$ cat config.mk
export PLATFORM = sky130hd
export DESIGN_NAME = rsa_modular_exponentiation
export DESIGN_NICKNAME = d
export VERILOG_FILES = /design/src/sv/rsame_pkg.sv /design/src/sv/rsa_modular_exponentiation.sv /design/src/sv/rsame_dp.sv /design/src/sv/rsame_ctrl.sv
export SDC_FILE = /design/constraint.sdc
export NUM_CORES = 1
export LEC_CHECK = 0
export CAP_MARGIN = 20
export CELL_PAD_IN_SITES_DETAIL_PLACEMENT = 0
export CELL_PAD_IN_SITES_GLOBAL_PLACEMENT = 1
export CORE_ASPECT_RATIO = 0.75
export CORE_MARGIN = 2
export CORE_UTILIZATION = 55
export DETAILED_ROUTE_END_ITERATION = 16
export DONT_BUFFER_PORTS = 1
export PLACE_DENSITY_LB_ADDON = 0.1
export SYNTH_ARGS = -nofsm -noshare
export SYNTH_HDL_FRONTEND = slang
export SYNTH_SLANG_ARGS = --single-unit
export TNS_END_PERCENT = 50
$ cat constraint.sdc
create_clock -name clk_i -period 15.8 [get_ports clk_i]
set_input_delay 0.79 -clock clk_i [delete_from_list [all_inputs] [get_ports clk_i]]
set_output_delay 0.79 -clock clk_i [all_outputs]
set_load 0.05 [all_outputs]
$ cat src/sv/rsame_pkg.sv
// Shared types and constants for the modular exponentiation block.
package rsame_pkg;

  localparam int unsigned WORD_W = 32;
  localparam int unsigned CNT_W  = $clog2(WORD_W);

  typedef logic [WORD_W-1:0] word_t;
  typedef logic [CNT_W-1:0]  cnt_t;

  localparam cnt_t CNT_LAST = CNT_W'(WORD_W - 1);

  // Register reset values
  localparam word_t EXP_RESET = WORD_W'(3);
  localparam word_t MOD_RESET = WORD_W'(10);

  // Register indexes (paddr[2])
  localparam logic REG_EXP = 1'b0;
  localparam logic REG_MOD = 1'b1;

  // Operand selection for one modular multiply
  typedef enum logic [1:0] {
    OP_RED,  // message * 1 mod m (initial reduction)
    OP_SQR,  // acc * acc mod m
    OP_MUL   // base * acc mod m
  } op_e;

  // Controller to datapath commands
  typedef struct packed {
    logic load;       // latch exponent, preset accumulator
    logic start;      // load multiplier operands, clear partial product
    op_e  op;
    logic step;       // one shift-add-reduce step
    logic fin_base;   // store the step result as reduced base
    logic fin_acc;    // store the step result as accumulator
    logic exp_shift;  // move to next exponent bit
  } cmd_t;

  // Datapath to controller status
  typedef struct packed {
    logic exp_bit;    // current exponent bit, msb first
  } status_t;

endpackage

$ cat src/sv/rsa_modular_exponentiation.sv
// Top level: register port, stream channels, controller and datapath.
//
// Usage: each request on the s_axis channel carries one 32-bit message word;
// the block returns message ^ exponent mod modulus as one request on the
// m_axis channel. Exponent (byte address 0) and modulus (byte address 4) are
// written over the APB-style port; reads return them. The user must write
// them only while the block is idle; the block does not enforce it. Reset
// sets exponent 3 and modulus 10 and empties the pipeline. The message is
// first reduced mod modulus, then each of the 32 exponent bits costs a
// squaring plus, when the bit is set, a multiply. Each modular multiply runs
// one bit of the multiplier per cycle through a single shift-add-reduce step.
// The block works on one item at a time; s_axis_tready is high only between
// items. The result sits in an output register; a stalled receiver holds it
// there and the controller waits with the finished result, so no new request
// is accepted until the register is free. Modulus 0 yields 0.
module rsa_modular_exponentiation (
  input  logic        clk_i,
  input  logic        rst_ni,
  // Input stream
  input  logic        s_axis_tvalid,
  output logic        s_axis_tready,
  input  logic [31:0] s_axis_tdata,   // [31:0] message
  // Output stream
  output logic        m_axis_tvalid,
  input  logic        m_axis_tready,
  output logic [31:0] m_axis_tdata,   // [31:0] ciphertext
  // Register port
  input  logic        psel,
  input  logic        penable,
  input  logic        pwrite,
  input  logic [2:0]  paddr,
  input  logic [31:0] pwdata,
  output logic [31:0] prdata,
  output logic        pready
);

  rsame_pkg::word_t    exp_q, mod_q;
  rsame_pkg::word_t    out_data_q;
  logic                out_valid_q;
  rsame_pkg::word_t    result;
  rsame_pkg::cmd_t     cmd;
  rsame_pkg::status_t  status;
  logic                out_free;
  logic                res_push;
  logic                cfg_wr;

  // Configuration registers
  assign pready = 1'b1;
  assign cfg_wr = psel && penable && pwrite && pready;

  always_ff @(posedge clk_i or negedge rst_ni) begin
    if (!rst_ni) begin
      exp_q <= rsame_pkg::EXP_RESET;
      mod_q <= rsame_pkg::MOD_RESET;
    end else if (cfg_wr) begin
      unique case (paddr[2])
        rsame_pkg::REG_EXP: exp_q <= pwdata;
        rsame_pkg::REG_MOD: mod_q <= pwdata;
        default:            exp_q <= exp_q;
      endcase
    end
  end

  assign prdata = (paddr[2] == rsame_pkg::REG_MOD) ? mod_q : exp_q;

  // Output register
  assign out_free = !out_valid_q || m_axis_tready;

  always_ff @(posedge clk_i or negedge rst_ni) begin
    if (!rst_ni) begin
      out_valid_q <= 1'b0;
    end else if (res_push) begin
      out_valid_q <= 1'b1;
    end else if (m_axis_tready) begin
      out_valid_q <= 1'b0;
    end
  end

  always_ff @(posedge clk_i) begin
    if (res_push) begin
      out_data_q <= result;
    end
  end

  assign m_axis_tvalid = out_valid_q;
  assign m_axis_tdata  = out_data_q;

  rsame_ctrl u_ctrl (
    .clk_i      (clk_i),
    .rst_ni     (rst_ni),
    .in_valid_i (s_axis_tvalid),
    .in_ready_o (s_axis_tready),
    .out_free_i (out_free),
    .res_push_o (res_push),
    .status_i   (status),
    .cmd_o      (cmd)
  );

  rsame_dp u_dp (
    .clk_i      (clk_i),
    .cmd_i      (cmd),
    .status_o   (status),
    .message_i  (s_axis_tdata),
    .exponent_i (exp_q),
    .modulus_i  (mod_q),
    .result_o   (result)
  );

endmodule

$ cat src/sv/rsame_dp.sv
// Datapath: shift-add modular multiplier, operand and exponent registers.
module rsame_dp (
  input  logic                    clk_i,
  input  rsame_pkg::cmd_t         cmd_i,
  output rsame_pkg::status_t      status_o,
  input  rsame_pkg::word_t        message_i,
  input  rsame_pkg::word_t        exponent_i,
  input  rsame_pkg::word_t        modulus_i,
  output rsame_pkg::word_t        result_o
);

  localparam int unsigned W = rsame_pkg::WORD_W;

  rsame_pkg::word_t a_q, b_q, prod_q, acc_q, base_q, exp_q;
  rsame_pkg::word_t one_mod;
  rsame_pkg::word_t prod_d;
  logic [W+1:0]     sum;
  logic [W+1:0]     mod_x1, mod_x2;

  // 1 mod m
  assign one_mod = (modulus_i == W'(1)) ? '0 : W'(1);

  // One step: 2*p + bit*a, below 3m, then subtract 0, m or 2m
  always_comb begin
    mod_x1 = {2'b00, modulus_i};
    mod_x2 = {1'b0, modulus_i, 1'b0};
    sum    = {1'b0, prod_q, 1'b0} + (b_q[W-1] ? {2'b00, a_q} : '0);
    priority if (sum >= mod_x2) begin
      prod_d = W'(sum - mod_x2);
    end else if (sum >= mod_x1) begin
      prod_d = W'(sum - mod_x1);
    end else begin
      prod_d = W'(sum);
    end
  end

  // Operand and product registers
  always_ff @(posedge clk_i) begin
    if (cmd_i.load) begin
      exp_q <= exponent_i;
      acc_q <= one_mod;
    end
    if (cmd_i.start) begin
      prod_q <= '0;
      unique case (cmd_i.op)
        rsame_pkg::OP_RED: begin
          a_q <= one_mod;
          b_q <= message_i;
        end
        rsame_pkg::OP_SQR: begin
          a_q <= acc_q;
          b_q <= acc_q;
        end
        rsame_pkg::OP_MUL: begin
          a_q <= base_q;
          b_q <= acc_q;
        end
        default: begin
          a_q <= acc_q;
          b_q <= acc_q;
        end
      endcase
    end else if (cmd_i.step) begin
      prod_q <= prod_d;
      b_q    <= {b_q[W-2:0], 1'b0};
    end
    if (cmd_i.fin_base) begin
      base_q <= prod_d;
    end
    if (cmd_i.fin_acc) begin
      acc_q <= prod_d;
    end
    if (cmd_i.exp_shift) begin
      exp_q <= {exp_q[W-2:0], 1'b0};
    end
  end

  assign status_o.exp_bit = exp_q[W-1];

  // Modulus zero gives zero
  assign result_o = (modulus_i == '0) ? '0 : acc_q;

endmodule

$ cat src/sv/rsame_ctrl.sv
// Controller: sequences reduction, squarings and multiplies per exponent bit.
module rsame_ctrl (
  input  logic                clk_i,
  input  logic                rst_ni,
  input  logic                in_valid_i,
  output logic                in_ready_o,
  input  logic                out_free_i,
  output logic                res_push_o,
  input  rsame_pkg::status_t  status_i,
  output rsame_pkg::cmd_t     cmd_o
);

  typedef enum logic [2:0] {
    S_IDLE,
    S_RED,
    S_SQR_SET,
    S_SQR,
    S_MUL_SET,
    S_MUL,
    S_DONE
  } state_e;

  state_e          state_q;
  rsame_pkg::cnt_t step_q;
  rsame_pkg::cnt_t bit_q;
  logic            step_last;
  logic            bit_last;

  assign step_last = (step_q == rsame_pkg::CNT_LAST);
  assign bit_last  = (bit_q == rsame_pkg::CNT_LAST);

  // Command decode
  always_comb begin
    cmd_o      = '0;
    cmd_o.op   = rsame_pkg::OP_RED;
    in_ready_o = 1'b0;
    res_push_o = 1'b0;
    unique case (state_q)
      S_IDLE: begin
        in_ready_o  = 1'b1;
        cmd_o.load  = in_valid_i;
        cmd_o.start = in_valid_i;
      end
      S_RED: begin
        cmd_o.step     = 1'b1;
        cmd_o.fin_base = step_last;
      end
      S_SQR_SET: begin
        cmd_o.start = 1'b1;
        cmd_o.op    = rsame_pkg::OP_SQR;
      end
      S_SQR: begin
        cmd_o.step      = 1'b1;
        cmd_o.fin_acc   = step_last;
        cmd_o.exp_shift = step_last && !status_i.exp_bit;
      end
      S_MUL_SET: begin
        cmd_o.start = 1'b1;
        cmd_o.op    = rsame_pkg::OP_MUL;
      end
      S_MUL: begin
        cmd_o.step      = 1'b1;
        cmd_o.fin_acc   = step_last;
        cmd_o.exp_shift = step_last;
      end
      S_DONE: begin
        res_push_o = out_free_i;
      end
      default: begin
        cmd_o = '0;
      end
    endcase
  end

  // State and counters
  always_ff @(posedge clk_i or negedge rst_ni) begin
    if (!rst_ni) begin
      state_q <= S_IDLE;
      step_q  <= '0;
      bit_q   <= '0;
    end else begin
      unique case (state_q)
        S_IDLE: begin
          step_q <= '0;
          bit_q  <= '0;
          if (in_valid_i) begin
            state_q <= S_RED;
          end
        end
        S_RED: begin
          step_q <= step_q + 1'b1;
          if (step_last) begin
            state_q <= S_SQR_SET;
          end
        end
        S_SQR_SET: begin
          step_q  <= '0;
          state_q <= S_SQR;
        end
        S_SQR: begin
          step_q <= step_q + 1'b1;
          if (step_last) begin
            if (status_i.exp_bit) begin
              state_q <= S_MUL_SET;
            end else if (bit_last) begin
              state_q <= S_DONE;
            end else begin
              bit_q   <= bit_q + 1'b1;
              state_q <= S_SQR_SET;
            end
          end
        end
        S_MUL_SET: begin
          step_q  <= '0;
          state_q <= S_MUL;
        end
        S_MUL: begin
          step_q <= step_q + 1'b1;
          if (step_last) begin
            if (bit_last) begin
              state_q <= S_DONE;
            end else begin
              bit_q   <= bit_q + 1'b1;
              state_q <= S_SQR_SET;
            end
          end
        end
        S_DONE: begin
          if (out_free_i) begin
            state_q <= S_IDLE;
          end
        end
        default: begin
          state_q <= S_IDLE;
        end
      endcase
    end
  end

endmodule
==> impl_metrics.ini <==
[worst_setup_path]
reg2reg_depth = 24
worstPathMaxFanout = 32
cp.required_ns = 16.10
cp_data_arrival_time_ns = 7.76
r2r_start = u_dp.b_q[31]$_DFFE_PP_
path_delay_family = compound AO/OA/AOI/OAI gates
r2r_slack_ns = 8.34
worstPathCellList = buf_4, and2_1, ha_1, inv_1, fa_1, nand2b_1, a21oi_1, o41ai_2, a21oi_1, a2111oi_0, o21bai_1, xnor2_1, ha_1, nand2_1, nor2_1, and3_1, nand2_1, or3_1, nand4_1, or2_1, buf_4, mux2_2, mux2i_1, nor2_1
crit_path_start_kind = flip-flop
cpMaxStageDelayCell = a2111oi_0
critPathKind = flip-flop to flip-flop
critPathMaxStageDelay_ns = 0.93
critPathBufInv = 3
r2r_end = u_dp.acc_q[28]$_SDFFCE_PN0P_
endpoint_kind = flip-flop

[clocking]
clk_latency_ns = 0.57
clockBufferDepth = 3
tritoncts = yes
cts_sinks = 302
root_buffer = clkbuf_16
path_clk_slew_ns = 0.06
ctsHtreeMaxLevel = 1
cts-buffers-inserted = 29

[routing]
drt-total-wl_mm = 46.01
drc_errors = 0
wl_per_cell_um = 21.07
drt_iter0_markers = 1063
first_pass_iters = 5
vias = 13257
postRouteAntennaNets = 0
avgViaCountPerCell = 6.070

[cells_and_area]
stdcell_count = 2184
n_fill_cell = 2759
final_cell_area_mm2 = 0.01954
area_growth_pct = 7.245
final_nets = 1894
drive_above_1_share_pct = 12.75

[synth]
synth_warnings = 0
yosys_most_used_dff = edfxtp_1
syn-num-nets = 1917
muxShareOfSynthArea_pct = 9.429
synth_area_mm2 = 0.01822
synth_cells = 1741
synth_edf_count = 191
synth_cell_types = 83
synth_top_area_share_pct = 31.48
ys_seq_area_share_pct = 45.85
synth.largest_area_cell = edfxtp_1
synth_top_family_by_area = compound AO/OA/AOI/OAI gates
ys_ff_latch = 302
synth_area_leaders = edfxtp_1 (31%), dfrtp_1 (10%), ha_1 (6.8%)
syn_avg_cell_area_um2 = 10.47
synth_fa_ha_area_share_pct = 7.128
synth-simple-area-share_pct = 12.68
synth_async_sr_flop_share_pct = 25.83
synth_compound_area_share_pct = 17.53
synth_xor_area_share_pct = 3.701

[floorplanning]
boundaryPins = 141
die_x_um = 214.2
die-area_mm2 = 0.03461
start_util_pct = 56.02
die_h_um = 161.6
rows = 57
fp.coreArea_mm2 = 0.03252

[timing]
setup_tns_ns = 0
fin_skew_ns = 0.01289
min_period_ns = 7.458
worst_slew_pin_slew_ns = 0.9551
hold_viol = 0
slew_headroom_pct = 34.68
final.period_utilization_pct = 47.20
slew_viol_final = 0
rsz0062_at_grt = no
fmax_ghz = 0.1341
setup_viol = 0
worst_slack_ns = 8.342

[pwr]
p_leak_nw = 7.849
finalPower_w = 0.003777
p_per_area_mw_per_mm2 = 193.3
irDropWorstVdd_v = 0.0001136

[global_route]
grt_pass1_vias = 12864
grt_max_degree = 75
grt.total_usage_pct = 26.44
grt_first_pass_wirelength_mm = 72.58
grt-ovfl-total = 0
antenna_found_initial = 0

[placement]
post_dp_cell_area_mm2 = 0.01866
gpl.final_weighted_congestion = 0.9118
io_buffer_count = 0
dp.cells = 2128
preCtsSetupSlack_ns = 8.520
dp_hpwl_mm = 33.72

[hold_path]
min_path_type = input port to asynchronous set/reset pin

[run]
drv_cap = 0

[outcome]
outcome = finished, final reports clean
==> per-stage QoR <==
step                      util, %  hold slack (ns)
after detailed placement    57.39           0.4504
final                       60.08          0.07292
after global routing        60.08          0.03899
after floorplan                 -           0.4315
after global placement      57.39           0.4455
after CTS                   60.08          0.04651
==> logic make-up (layout without fill, tap and decap cells) <==
| family | count (synthesis) | count (layout) |
|---|---|---|
| AO/OA/AOI/OAI | 474 | 474 |
| AND/OR/NAND/NOR | 462 | 462 |
| flip-flops | 302 | 302 |
| buffers and inverters | 166 | 166 |
| multiplexers | 157 | 157 |
| adder cells (fa/ha/maj) | 102 | 102 |
| XOR/XNOR | 77 | 77 |
| other | 1 | 2 |
==> power breakdown <==
group          switching [W]  leakage, nW  internal (W)
clock network       0.000303        0.423      0.000335
registers          0.0000688         2.87      0.000974
logic                0.00128         4.56      0.000817
==> sequential cells by signal, indices dropped and copies added, names as in the netlist <==
name and count:
m_axis_tdata 32, m_axis_tvalid 1, u_dp.a_q 32, u_dp.exp_q 32
u_dp.base_q 32, u_ctrl.bit_q 5, u_ctrl.state_q 3, u_dp.acc_q 32
u_ctrl.step_q 5, mod_q 32, exp_q 32, u_dp.b_q 32
u_dp.prod_q 32
==> routing by layer <==
layer  track usage [%]  share of wire (%)
met1             38.64                 48
met2             42.77                 46
met3             3.070                4.0
met4             5.461                2.0
met5                 0                  0
==> worst max-delay path by stage <==
stage,slack [ns],depth (start not counted),startpoint,to
2_1_floorplan,10.50,24,u_dp.b_q[31]$_DFFE_PP_,u_dp.acc_q[12]$_SDFFCE_PN0P_
3_3_place_gp,8.54,24,u_dp.b_q[31]$_DFFE_PP_,u_dp.acc_q[28]$_SDFFCE_PN0P_
3_5_place_dp,8.52,24,u_dp.b_q[31]$_DFFE_PP_,u_dp.acc_q[28]$_SDFFCE_PN0P_
4_1_cts,8.46,24,u_dp.b_q[31]$_DFFE_PP_,u_dp.acc_q[28]$_SDFFCE_PN0P_
5_1_grt,7.94,24,u_dp.b_q[31]$_DFFE_PP_,u_dp.acc_q[28]$_SDFFCE_PN0P_
6_report,8.34,24,u_dp.b_q[31]$_DFFE_PP_,u_dp.acc_q[28]$_SDFFCE_PN0P_
==> cells in the mapped netlist (all sizes together) (5+ instances only) <==
master  instances
nand4          23
a21o           26
o211ai          7
nor2           83
a21oi         116
a22oi           5
a211oi         11
o21ai         125
xor2           24
nand3          28
and3           10
buf            12
nand2         146
o21bai         13
o31ai          12
nor4           12
a22o           86
nand2b         10
xnor2          53
inv            87
nor2b          45
o21a           18
ha             99
dfrtp          74
o41ai           5
a31oi          15
clkbuf         67
mux2i          56
mux2          101
and2           55
nor3           31
dfxtp          33
edfxtp        191
==> layout make-up <==
cell class	instances	area (µm²)	area share [%]
Multi-Input combinational cell	1273	9251	47.35
Sequential cell	302	8353	42.75
Clock buffer	32	737.0	3.772
Tap cell	442	553.0	2.830
Inverter	87	326.6	1.671
Timing Repair Buffer	25	207.7	1.063
Clock inverter	22	108.9	0.5571
Antenna cell	1	2.502	0.01281
==> cell usage in the layout (no fill, tap or decap), types with 26 or more instances in the layout <==
cell type  instances
nor3_1            27
edfxtp_1         191
dfxtp_1           33
inv_1             87
a21oi_1          107
dfrtp_1           74
a22o_1            86
a21o_1            26
nand2_1          142
and2_1            54
nor2b_1           45
xnor2_1           53
ha_1              99
nand3_1           28
clkbuf_16         29
mux2_2            99
nor2_1            80
o21ai_0          104
mux2i_1           55
==> repair_timing <==
action / in CTS / in global routing
setup endpoints to repair: 0 / 0
hold endpoints to repair: 74 / 0
hold buffers: 1 / 0
resized for setup: 0 / 0
setup buffers: 0 / 0
==> worst reg2reg max path, cell delays in order (launching register included) <==
cell       delay (ns)
edfxtp_1         0.36
buf_4            0.24
and2_1           0.23
ha_1             0.23
inv_1            0.08
fa_1             0.20
nand2b_1         0.14
a21oi_1          0.12
o41ai_2          0.48
a21oi_1          0.30
a2111oi_0        0.93
o21bai_1         0.23
xnor2_1          0.38
ha_1             0.31
nand2_1          0.07
nor2_1           0.17
and3_1           0.24
nand2_1          0.06
or3_1            0.30
nand4_1          0.39
or2_1            0.39
buf_4            0.46
mux2_2           0.43
mux2i_1          0.36
nor2_1           0.09
Power figures use the tool's default switching activity.
